===== src/sv/fifo_queue_with_key_search_top_macros.svh =====
// ---------------------------------------------------------------------------
// fifo queue with key search: assertion macros
// shared property forms for the checks in the rtl modules
// ---------------------------------------------------------------------------
`ifndef FIFO_QUEUE_WITH_KEY_SEARCH_TOP_MACROS_SVH
`define FIFO_QUEUE_WITH_KEY_SEARCH_TOP_MACROS_SVH

// same-cycle implication, sampled on clk, off during reset
`define FQKS_ASSERT_NOW(label, ante, cons) \
    label: assert property (@(posedge clk) disable iff (!rst_n) (ante) |-> (cons)) \
        else $error("fqks check failed");

// next-cycle implication, sampled on clk, off during reset
`define FQKS_ASSERT_NEXT(label, ante, cons) \
    label: assert property (@(posedge clk) disable iff (!rst_n) (ante) |=> (cons)) \
        else $error("fqks check failed");

`endif


===== src/sv/fqks_pkg.sv =====
// ---------------------------------------------------------------------------
// fqks_pkg
// shared sizes, request codes and interface structs of the key search queue
// ---------------------------------------------------------------------------
package fqks_pkg;

    localparam int DEPTH = 16;
    localparam int AW    = (DEPTH > 1) ? $clog2(DEPTH) : 1;
    localparam int CW    = $clog2(DEPTH + 1);
    localparam int KW    = 32;

    typedef enum logic [1:0] {
        OP_PUSH   = 2'd0,
        OP_POP    = 2'd1,
        OP_SEARCH = 2'd2,
        OP_CLEAR  = 2'd3
    } op_t;

    typedef struct packed {
        logic          we;
        logic [AW-1:0] waddr;
        logic [KW-1:0] wdata;
        logic [AW-1:0] raddr;
    } mem_req_t;

    typedef struct packed {
        logic                 ok;
        logic signed [KW-1:0] key_out;
        logic [AW-1:0]        position;
        logic [CW-1:0]        entry_count;
        logic signed [KW-1:0] head_key;
        logic signed [KW-1:0] tail_key;
        logic                 is_empty;
    } res_t;

    // ring index plus offset, offset below DEPTH
    function automatic logic [AW-1:0] ring_add(logic [AW-1:0] base, logic [CW-1:0] offs);
        logic [CW:0] sum;
        sum = (CW+1)'(base) + (CW+1)'(offs);
        if (sum >= (CW+1)'(DEPTH))
        begin
            sum = sum - (CW+1)'(DEPTH);
        end
        return sum[AW-1:0];
    endfunction

endpackage


===== src/sv/fqks_store.sv =====
// ---------------------------------------------------------------------------
// fqks_store
// key ring memory, one write port and one registered read port
// ---------------------------------------------------------------------------
module fqks_store (
    input  logic                        clk,
    input  fqks_pkg::mem_req_t          mreq,
    output logic [fqks_pkg::KW-1:0]     rdata
);

    logic [fqks_pkg::KW-1:0] mem [fqks_pkg::DEPTH];
    logic [fqks_pkg::KW-1:0] rdata_reg;

    always_ff @(posedge clk)
    begin
        if (mreq.we)
        begin
            mem[mreq.waddr] <= mreq.wdata;
        end
        rdata_reg <= mem[mreq.raddr];
    end

    assign rdata = rdata_reg;

endmodule


===== src/sv/fqks_ctrl.sv =====
// ---------------------------------------------------------------------------
// fqks_ctrl
// request sequencer: ring pointers, cached end keys and the search walk
// ---------------------------------------------------------------------------
`include "fifo_queue_with_key_search_top_macros.svh"

module fqks_ctrl (
    input  logic                            clk,
    input  logic                            rst_n,
    input  logic                            req_valid,
    output logic                            req_ready,
    input  logic [1:0]                      req_kind,
    input  logic signed [fqks_pkg::KW-1:0]  req_key,
    input  logic                            out_busy,
    output fqks_pkg::mem_req_t              mreq,
    input  logic [fqks_pkg::KW-1:0]         rdata,
    output logic                            res_valid,
    output fqks_pkg::res_t                  res
);

    typedef enum logic [3:0] {
        ST_IDLE   = 4'b0001,
        ST_POP_RD = 4'b0010,
        ST_POP_WB = 4'b0100,
        ST_SRCH   = 4'b1000
    } state_t;

    state_t                      st_reg, st_next;
    logic [fqks_pkg::AW-1:0]     head_reg, head_next;
    logic [fqks_pkg::AW-1:0]     tail_reg, tail_next;
    logic [fqks_pkg::CW-1:0]     count_reg, count_next;
    logic [fqks_pkg::KW-1:0]     head_key_reg, head_key_next;
    logic [fqks_pkg::KW-1:0]     tail_key_reg, tail_key_next;
    logic [fqks_pkg::KW-1:0]     key_reg, key_next;
    logic [fqks_pkg::CW-1:0]     rd_idx_reg, rd_idx_next;
    logic [fqks_pkg::AW-1:0]     cmp_idx_reg, cmp_idx_next;
    logic                        cmp_vld_reg, cmp_vld_next;
    logic                        req_fire;

    function automatic fqks_pkg::res_t mk_res(
        logic                    ok,
        logic [fqks_pkg::KW-1:0] kout,
        logic [fqks_pkg::AW-1:0] pos,
        logic [fqks_pkg::CW-1:0] cnt,
        logic [fqks_pkg::KW-1:0] hk,
        logic [fqks_pkg::KW-1:0] tk
    );
        fqks_pkg::res_t r;
        r.ok          = ok;
        r.key_out     = kout;
        r.position    = pos;
        r.entry_count = cnt;
        r.is_empty    = (cnt == '0);
        r.head_key    = r.is_empty ? '0 : hk;
        r.tail_key    = r.is_empty ? '0 : tk;
        return r;
    endfunction

    assign req_ready = (st_reg == ST_IDLE) && !out_busy;
    assign req_fire  = req_valid && req_ready;

    always_comb
    begin
        st_next       = st_reg;
        head_next     = head_reg;
        tail_next     = tail_reg;
        count_next    = count_reg;
        head_key_next = head_key_reg;
        tail_key_next = tail_key_reg;
        key_next      = key_reg;
        rd_idx_next   = rd_idx_reg;
        cmp_idx_next  = cmp_idx_reg;
        cmp_vld_next  = cmp_vld_reg;

        mreq.we    = 1'b0;
        mreq.waddr = tail_reg;
        mreq.wdata = req_key;
        mreq.raddr = fqks_pkg::ring_add(head_reg, rd_idx_reg);

        res_valid = 1'b0;
        res = mk_res(1'b0, '0, '0, count_reg, head_key_reg, tail_key_reg);

        unique case (st_reg)
            ST_IDLE:
            begin
                if (req_fire)
                begin
                    unique case (fqks_pkg::op_t'(req_kind))
                        fqks_pkg::OP_PUSH:
                        begin
                            res_valid = 1'b1;
                            if (count_reg != fqks_pkg::CW'(fqks_pkg::DEPTH))
                            begin
                                mreq.we       = 1'b1;
                                tail_next     = fqks_pkg::ring_add(tail_reg,
                                                                   fqks_pkg::CW'(1));
                                count_next    = count_reg + fqks_pkg::CW'(1);
                                tail_key_next = req_key;
                                if (count_reg == '0)
                                begin
                                    head_key_next = req_key;
                                end
                                res = mk_res(1'b1, '0, '0, count_next,
                                             head_key_next, tail_key_next);
                            end
                        end
                        fqks_pkg::OP_POP:
                        begin
                            if (count_reg == '0)
                            begin
                                res_valid = 1'b1;
                            end
                            else
                            begin
                                head_next  = fqks_pkg::ring_add(head_reg, fqks_pkg::CW'(1));
                                count_next = count_reg - fqks_pkg::CW'(1);
                                // popped key is parked in key_reg until the new head is read
                                key_next   = head_key_reg;
                                if (count_reg == fqks_pkg::CW'(1))
                                begin
                                    res_valid = 1'b1;
                                    res = mk_res(1'b1, head_key_reg, '0, count_next,
                                                 head_key_reg, tail_key_reg);
                                end
                                else
                                begin
                                    st_next = ST_POP_RD;
                                end
                            end
                        end
                        fqks_pkg::OP_SEARCH:
                        begin
                            if (count_reg == '0)
                            begin
                                res_valid = 1'b1;
                            end
                            else
                            begin
                                key_next     = req_key;
                                rd_idx_next  = '0;
                                cmp_vld_next = 1'b0;
                                st_next      = ST_SRCH;
                            end
                        end
                        fqks_pkg::OP_CLEAR:
                        begin
                            head_next  = '0;
                            tail_next  = '0;
                            count_next = '0;
                            res_valid  = 1'b1;
                            res = mk_res(1'b1, '0, '0, '0, head_key_reg, tail_key_reg);
                        end
                    endcase
                end
            end
            ST_POP_RD:
            begin
                mreq.raddr = head_reg;
                st_next    = ST_POP_WB;
            end
            ST_POP_WB:
            begin
                head_key_next = rdata;
                res_valid     = 1'b1;
                res = mk_res(1'b1, key_reg, '0, count_reg, rdata, tail_key_reg);
                st_next       = ST_IDLE;
            end
            ST_SRCH:
            begin
                // compare the entry read last cycle while the next read goes out
                if (cmp_vld_reg && (rdata == key_reg))
                begin
                    res_valid = 1'b1;
                    res = mk_res(1'b1, '0, cmp_idx_reg, count_reg,
                                 head_key_reg, tail_key_reg);
                    st_next   = ST_IDLE;
                end
                else if (cmp_vld_reg &&
                         (fqks_pkg::CW'(cmp_idx_reg) + fqks_pkg::CW'(1) == count_reg))
                begin
                    res_valid = 1'b1;
                    st_next   = ST_IDLE;
                end
                else
                begin
                    cmp_vld_next = 1'b1;
                    cmp_idx_next = rd_idx_reg[fqks_pkg::AW-1:0];
                    rd_idx_next  = rd_idx_reg + fqks_pkg::CW'(1);
                end
            end
            default:
            begin
                st_next = ST_IDLE;
            end
        endcase
    end

    always_ff @(posedge clk or negedge rst_n)
    begin
        if (!rst_n)
        begin
            st_reg      <= ST_IDLE;
            head_reg    <= '0;
            tail_reg    <= '0;
            count_reg   <= '0;
            cmp_vld_reg <= 1'b0;
        end
        else
        begin
            st_reg      <= st_next;
            head_reg    <= head_next;
            tail_reg    <= tail_next;
            count_reg   <= count_next;
            cmp_vld_reg <= cmp_vld_next;
        end
    end

    always_ff @(posedge clk)
    begin
        head_key_reg <= head_key_next;
        tail_key_reg <= tail_key_next;
        key_reg      <= key_next;
        rd_idx_reg   <= rd_idx_next;
        cmp_idx_reg  <= cmp_idx_next;
    end

    `FQKS_ASSERT_NOW(a_count_bound, 1'b1, count_reg <= fqks_pkg::CW'(fqks_pkg::DEPTH))
    `FQKS_ASSERT_NEXT(a_res_to_idle, res_valid, st_reg == ST_IDLE)
    `FQKS_ASSERT_NOW(a_walk_nonempty, st_reg == ST_SRCH, count_reg != '0)
    `FQKS_ASSERT_NOW(a_ring_span, count_reg == '0, head_reg == tail_reg)

endmodule


===== src/sv/fifo_queue_with_key_search_top.sv =====
// ---------------------------------------------------------------------------
// fifo_queue_with_key_search_top: 16-entry key queue with search
// push, clear, failed pop, pop of the last entry and empty search answer from idle;
// other pops read the new head first; search does one ring read and compare per entry
// one request at a time; the next is taken once the result has left
// rst_n clears the queue and the sequencer asynchronously; ring contents kept
// ---------------------------------------------------------------------------
`include "fifo_queue_with_key_search_top_macros.svh"

module fifo_queue_with_key_search_top (
    input  logic                            clk,
    input  logic                            rst_n,
    input  logic                            in_valid,
    output logic                            in_ready,
    input  logic [1:0]                      kind,
    input  logic signed [fqks_pkg::KW-1:0]  key_in,
    output logic                            out_valid,
    input  logic                            out_ready,
    output logic                            ok,
    output logic signed [fqks_pkg::KW-1:0]  key_out,
    output logic [fqks_pkg::AW-1:0]         position,
    output logic [fqks_pkg::CW-1:0]         entry_count,
    output logic signed [fqks_pkg::KW-1:0]  head_key,
    output logic signed [fqks_pkg::KW-1:0]  tail_key,
    output logic                            is_empty
);

    fqks_pkg::mem_req_t          mreq;
    logic [fqks_pkg::KW-1:0]     rdata;
    logic                        res_valid;
    fqks_pkg::res_t              res;
    logic                        out_valid_reg, out_valid_next;
    fqks_pkg::res_t              out_reg, out_next;

    fqks_store u_store (
        .clk   (clk),
        .mreq  (mreq),
        .rdata (rdata)
    );

    fqks_ctrl u_ctrl (
        .clk       (clk),
        .rst_n     (rst_n),
        .req_valid (in_valid),
        .req_ready (in_ready),
        .req_kind  (kind),
        .req_key   (key_in),
        .out_busy  (out_valid_reg),
        .mreq      (mreq),
        .rdata     (rdata),
        .res_valid (res_valid),
        .res       (res)
    );

    // result register
    always_comb
    begin
        out_valid_next = out_valid_reg;
        out_next       = out_reg;
        if (res_valid)
        begin
            out_valid_next = 1'b1;
            out_next       = res;
        end
        else if (out_ready)
        begin
            out_valid_next = 1'b0;
        end
    end

    always_ff @(posedge clk or negedge rst_n)
    begin
        if (!rst_n)
        begin
            out_valid_reg <= 1'b0;
        end
        else
        begin
            out_valid_reg <= out_valid_next;
        end
    end

    always_ff @(posedge clk)
    begin
        out_reg <= out_next;
    end

    assign out_valid   = out_valid_reg;
    assign ok          = out_reg.ok;
    assign key_out     = out_reg.key_out;
    assign position    = out_reg.position;
    assign entry_count = out_reg.entry_count;
    assign head_key    = out_reg.head_key;
    assign tail_key    = out_reg.tail_key;
    assign is_empty    = out_reg.is_empty;

    `FQKS_ASSERT_NOW(a_no_overwrite, res_valid, !out_valid_reg)
    `FQKS_ASSERT_NOW(a_busy_no_take, out_valid_reg, !in_ready)

endmodule


===== config.mk =====
export PLATFORM = sky130hd
export DESIGN_NAME = fifo_queue_with_key_search_top
export DESIGN_NICKNAME = d
export VERILOG_FILES = /design/src/sv/fqks_pkg.sv /design/src/sv/fqks_store.sv /design/src/sv/fqks_ctrl.sv /design/src/sv/fifo_queue_with_key_search_top.sv
export VERILOG_INCLUDE_DIRS = /design/src /design/src/sv
export SDC_FILE = /design/constraint.sdc
export NUM_CORES = 1
export LEC_CHECK = 0
export BUFFER_PORTS_ARGS = -buffer_cell sky130_fd_sc_hd__buf_2
export CORE_MARGIN = 5
export CORE_UTILIZATION = 30
export CTS_CLUSTER_DIAMETER = 80
export DETAILED_ROUTE_END_ITERATION = 7
export SYNTH_ARGS = -nofsm -noshare
export SYNTH_HDL_FRONTEND = slang
export SYNTH_HIERARCHICAL = 1
export SYNTH_SLANG_ARGS = --single-unit

===== constraint.sdc =====
create_clock -name clk -period 11.9 [get_ports clk]
set_clock_uncertainty 0.15 [all_clocks]
set_input_delay 1.19 -clock clk [delete_from_list [all_inputs] [get_ports clk]]
set_output_delay 1.19 -clock clk [all_outputs]
set_load 0.005 [all_outputs]

-- Word level (Yosys, flattened, before mapping)
Memory sizes are Yosys's and may differ from the RTL's. A register that Yosys moved wholly into a read port is not among the register bits.
Cells that the tools add are included.
- register bits after elaboration: 231
- input port bits: 38
- memories: 1
- word-level logic and storage cells: 155
- output and inout port bits: 109
- bits in writable memories: 512
- equality and inequality tests: 26
- bitwise logic cells: 2
- magnitude comparators: 3
- mux-type cells: 69
- add/sub/neg operators: 10
- reductions and logical operators: 26
- memory list (memory ; depth ; bits a word ; rd ports ; clocked after Yosys merged registers in ; write ports ; RTL line ; source):
    u_store.mem ; 16 ; 32 ; 1 ; 1 ; 1 ; fqks_store.sv:11 ; logic [fqks_pkg::KW-1:0] mem [fqks_pkg::DEPTH];
- operators with widths (operator ; number):
    107-bit case mux with 3 select lines ; 2
    107-bit two-way mux ; 5
    32-bit two-way mux ; 13
    32-bit case mux with 2 select lines ; 2
    4-bit two-way mux ; 12
    5-bit two-way mux ; 7
    32-bit equality test ; 1
    4-bit case mux with 2 select lines ; 3
    1-bit two-way mux ; 19
    2-bit != test (second input constant) ; 8
    4-bit AND reduction ; 4
    4-bit by 1-bit adder with 5-bit output (second input constant) ; 3
    5-bit logical NOT ; 3
    5-bit case mux with 3 select lines ; 1
    3-bit != test (second input constant) ; 4
    4-bit case mux with 3 select lines ; 1
    6-bit AND reduction ; 2
    2-bit nonzero test ; 6
    4-bit by 1-bit subtractor with 4-bit output (second input constant) ; 3
    5-bit by 1-bit adder with 5-bit output (second input constant) ; 2
    5-bit greater-or-equal comparator (second input constant) ; 2
    5-bit case mux with 2 select lines ; 1
    5-bit AND reduction ; 2
    4-bit by 5-bit adder with 6-bit output ; 1
    other kinds (22) ; 29

-- Longest topological paths before layout
- depth after elaboration: 8
- depth in mapped cells: 11

-- Hierarchy
The synthesis kept the hierarchy.
- modules (own cells, without submodules) (module ; area each (sq um) ; seq. area each (sq um) ; cells an instance ; instances):
    fqks_store ; 19835.3 ; 16015.4 ; 838 ; 1
    fqks_ctrl ; 8042.7 ; 3574.7 ; 777 ; 1
    fifo_queue_with_key_search_top ; 3249.4 ; 3238.1 ; 110 ; 1

-- Worst setup path after synthesis
OpenSTA, ideal clock, no wires.
- path kind: in2reg
- start: input in_valid
- end: memory u_store/mem[0][0] (netlist name) (enable)
- required time: 11.289 ns
- slack: 6.618 ns
- stages on the path: 6
- data arrival time: 4.671 ns
- library setup time: 0.461 ns
- cells stage by stage: nand2b_1 > or2_2 > clkbuf_1 > nor2_1 > or3b_2 > nor3_1
- RTL lines (element ; RTL line ; source):
    from (decl) ; fifo_queue_with_key_search_top.sv:13 ; input logic in_valid,
    to (decl) ; fqks_store.sv:11 ;

-- Worst setup path in the final report
- start: register u_ctrl/count_reg[1] (netlist name)
- end: register out_reg, in the netlist tail_key[5] (enable)
- cells in the longest elaborated chain, start to end: 6
- elaborated cells on any way between the ends: 12
- those cells by class: 2 x eq/ne; 8 x mux; 2 x reduce/logical
- RTL lines (element ; RTL line ; source):
    from (decl) ; fqks_ctrl.sv:31 ; logic [fqks_pkg::CW-1:0] count_reg, count_next;
    from (signal assigned) ; fqks_ctrl.sv:213 ; count_reg <= count_next;
    5-bit by 1-bit equality test with 1-bit output ; fqks_ctrl.sv:119 ; if (count_reg == fqks_pkg::CW'(1))
    1-bit two-way mux ; fqks_ctrl.sv:119 ;
    1-bit two-way mux ; fqks_ctrl.sv:109 ; if (count_reg == '0)
    1-bit case mux with 3 select lines ; fqks_ctrl.sv:88 ; unique case (fqks_pkg::op_t'(req_kind))
    1-bit two-way mux ; fqks_ctrl.sv:86 ; if (req_fire)
    1-bit case mux with 3 select lines * ; fqks_ctrl.sv:83 ; unique case (st_reg)
    to (signal assigned) ; fifo_queue_with_key_search_top.sv:85 ; out_reg <= out_next;
    to (decl) ; fifo_queue_with_key_search_top.sv:33 ; fqks_pkg::res_t out_reg, out_next;
Every way passes the cells marked *; elsewhere a longest branch is shown, timed or not.
A chain may end at the register's enable or synchronous reset.

==> results.py <==
metrics = {
    "sta": {
        "period_needed_ps": 4600,
        "slew_headroom": 0.201,
        "tightest_slew_ps": 1200,
        "setup-tns-final_ps": 0,
        "finalHoldViolCount": 0,
        "drv_slew": 0,
        "rsz0062_at_grt": "no",
        "period_share": 0.386,
        "hold_ws_ps": 372,
        "fmax_ghz": 0.218,
        "setup_viol_count_final": 0,
        "finalWorstSetupSlack_ps": 7300,
    },
    "routing": {
        "drt_iter0_drc": 1578,
        "viasPerCell": 5.11,
        "wire_per_inst_um": 24.3,
        "first_pass_iters": 5,
        "vias": 16900,
        "drc": 0,
        "wl_um": 80300,
        "ant_nets": 0,
    },
    "critical_path": {
        "slowest_stage": "buf_4",
        "max_stage_delay_ps": 820,
        "timing.rr.start": "u_ctrl/count_reg[1]$_DFFE_PN0P_",
        "worstPathMaxFanout": 71,
        "r2r_setup_slack_ps": 7300,
        "ff2ff_path_depth": 8,
        "cp-end-kind": "flip-flop",
        "criticalPathCategory": "reg -> reg",
        "path_common_cell": "buf_4",
        "rr_endpoint": "tail_key[5]$_DFFE_PP_",
        "required_ps": 11980,
        "worstPathArrival_ps": 4680,
        "start_kind": "flip-flop",
        "cp_cell_sequence": "inv_1 > ha_1 > nor4b_4 > buf_4 > nand2_1 > a311oi_1 > or4_4 > buf_4",
    },
    "clock_network": {
        "cts_buffers": 76,
        "clock_sinks": 774,
        "clkSlewWorstSetupHoldPaths_ps": 60,
        "cts_tree": "done",
        "cts_root_buf": "clkbuf_16",
        "cts_resized": 0,
        "clkLatencyLatePin_ps": 620,
        "h-tree-depth": 3,
        "cts_hold_buf": 0,
        "clockBufferDepth": 3,
        "postCtsSetupBuffers": 0,
    },
    "synthesis": {
        "synth-seq-cells": 774,
        "synthTopCellsByArea": "edfxtp_1, mux4_2, dfxtp_1, a22o_1, a22oi_1",
        "synth_edf_count": 723,
        "netlist-cell-type-count": 66,
        "synth_top_area_frac": 0.697,
        "syn_area_per_cell_um2": 18.0,
        "syn_inst": 1725,
        "yosysTopAreaCell": "edfxtp_1",
        "synth_seq_area_share": 0.733,
        "synthesis.area_um2": 31100,
        "syn-num-nets": 1780,
        "synth_ff_type": "edfxtp_1",
        "yosysWarningCount": 6,
        "synthArstFlopShare": 0.0245,
    },
    "global_routing": {
        "grt_pass1_wl_um": 118000,
        "first_global_vias": 17200,
        "track_usage": 0.141,
        "grt_max_degree": 101,
        "antenna_found_initial": 11,
        "grt.overflow.total": 0,
    },
    "placed_design": {
        "portBuffers": 146,
        "place_hpwl_um": 48000,
        "dpl_worst_slack_ps": 7130,
        "placed_cells": 3155,
        "place_congestion": 0.813,
        "post_dp_cell_area_um2": 33400,
    },
    "die": {
        "initial_utilization": 0.301,
        "io_pins": 147,
        "die_height_um": 332,
        "fp.dieW_um": 332,
        "die_area_um2": 110000,
        "rows": 118,
        "core_um2": 103000,
    },
    "power": {
        "ir_drop_mv": 0.160,
        "power.density_nw_per_um2": 245,
        "leakage_nw": 11.6,
    },
    "finish": {
        "fin_cells": 3305,
        "drive_gt1_frac": 0.264,
        "final_cell_mix": "edfxtp_1, buf_2, mux4_2",
        "largest_reg_flops": 512,
        "fin_area_um2": 36000,
        "fin_nets": 1908,
        "regMostFlops": "u_store/mem",
        "syn2layout_area_growth_pct": 15.5,
        "final_common_cell": "edfxtp_1",
    },
    "hold_path": {
        "hold_path_depth": 1,
        "hold_end": "out_valid$_DFFE_PN0P_",
        "min_from": "out_valid$_DFFE_PN0P_",
        "hp-class": "reg -> reg",
    },
    "job": {
        "maxCapViolCount": 0,
    },
    "outcome": {
        "status": "finished, final reports clean",
    },
}
[how the worst max path moves through the flow]
stage / from / to / slack (ps) / depth (start not counted)
floorplan: in_valid / u_store/mem[0][0]$_DFFE_PP_ / 6620 / 6
CTS: u_ctrl/st_reg[3]$_DFFE_PN0P_ / u_store/rdata[14]$_DFF_P_ / 7330 / 7
global placement: kind[1] / tail_key[3]$_DFFE_PP_ / 7340 / 7
global route: u_ctrl/count_reg[1]$_DFFE_PN0P_ / head_key[3]$_DFFE_PP_ / 7050 / 8
detailed placement: kind[0] / u_store/mem[12][4]$_DFFE_PP_ / 7130 / 8
finish: u_ctrl/count_reg[1]$_DFFE_PN0P_ / tail_key[5]$_DFFE_PP_ / 7300 / 8
[worst max-delay path: cells and delay by family (launching register included)]
family,cells,cell delay (ps)
buf+inv,3,1820
fa+ha+maj,1,320
flops,1,520
simple gates,3,910
compound gates,1,330
[power by group]
| group | switching [W] | total [W] | internal [W] | leakage [nW] |
|---|---|---|---|---|
| combinational | 0.00153 | 0.00271 | 0.00118 | 3.30 |
| sequential | 0.000278 | 0.00366 | 0.00338 | 7.05 |
| clock | 0.00103 | 0.00243 | 0.00140 | 1.23 |
| total | 0.00284 | 0.00880 | 0.00596 | 11.6 |
[cell usage after synthesis (4+ instances only)]
master    number
edfxtp_1     723
mux4_2       128
nand2_1      117
a22oi_1       67
a22o_1        65
clkbuf_1      64
o21ai_0       57
a21oi_1       50
nor2_1        43
buf_4         41
xnor2_1       35
mux2_2        34
mux2i_1       34
a221o_1       32
dfxtp_1       32
dfrtp_1       18
ha_1          16
nor3_1        15
inv_1         14
buf_1         13
buf_2         11
nand4_1       11
and2_1         8
nand3_1        8
xor2_1         7
a31oi_1        5
nand2b_1       5
nor4b_1        5
nand3b_1       4
nor4_1         4
[cell families (layout without fill, tap and decap cells)]
kind of cell	count (synthesis)	count (layout)	share of synthesized area
XOR/XNOR	42	42	0.0118
AND/OR/NAND/NOR	244	244	0.0373
adder cells (fa/ha/maj)	17	17	0.00707
multiplexers	196	196	0.116
AO/OA/AOI/OAI	306	306	0.0709
buffers and inverters	146	338	0.0237
flip-flops	774	774	0.733
other	0	8	0
[layer usage]
layer,global-route usage,part of all wire,wire (um)
met1,0.197,0.42,33800
met2,0.229,0.47,38100
met3,0.0246,0.078,6280
met4,0.0428,0.025,2050
met5,0,0.00060,48
[final cells by class]
class	count	area (um2)
Antenna cell	8	20.0
Clock buffer	97	2040
Clock inverter	45	509
Fill cell	9690	67400
Inverter	14	52.6
Multi-Input combinational cell	805	7790
Sequential cell	774	22800
Tap cell	1380	1730
Timing Repair Buffer	182	1000
[metrics by stage]
stage / power [W] / util
final: 0.00880 / 0.348
after global placement: 0.00640 / 0.323
after detailed placement: 0.00645 / 0.323
after global routing: 0.00921 / 0.348
after CTS: 0.00890 / 0.348
after floorplan: 0.00555 / -
Power figures use the tool's default switching activity.
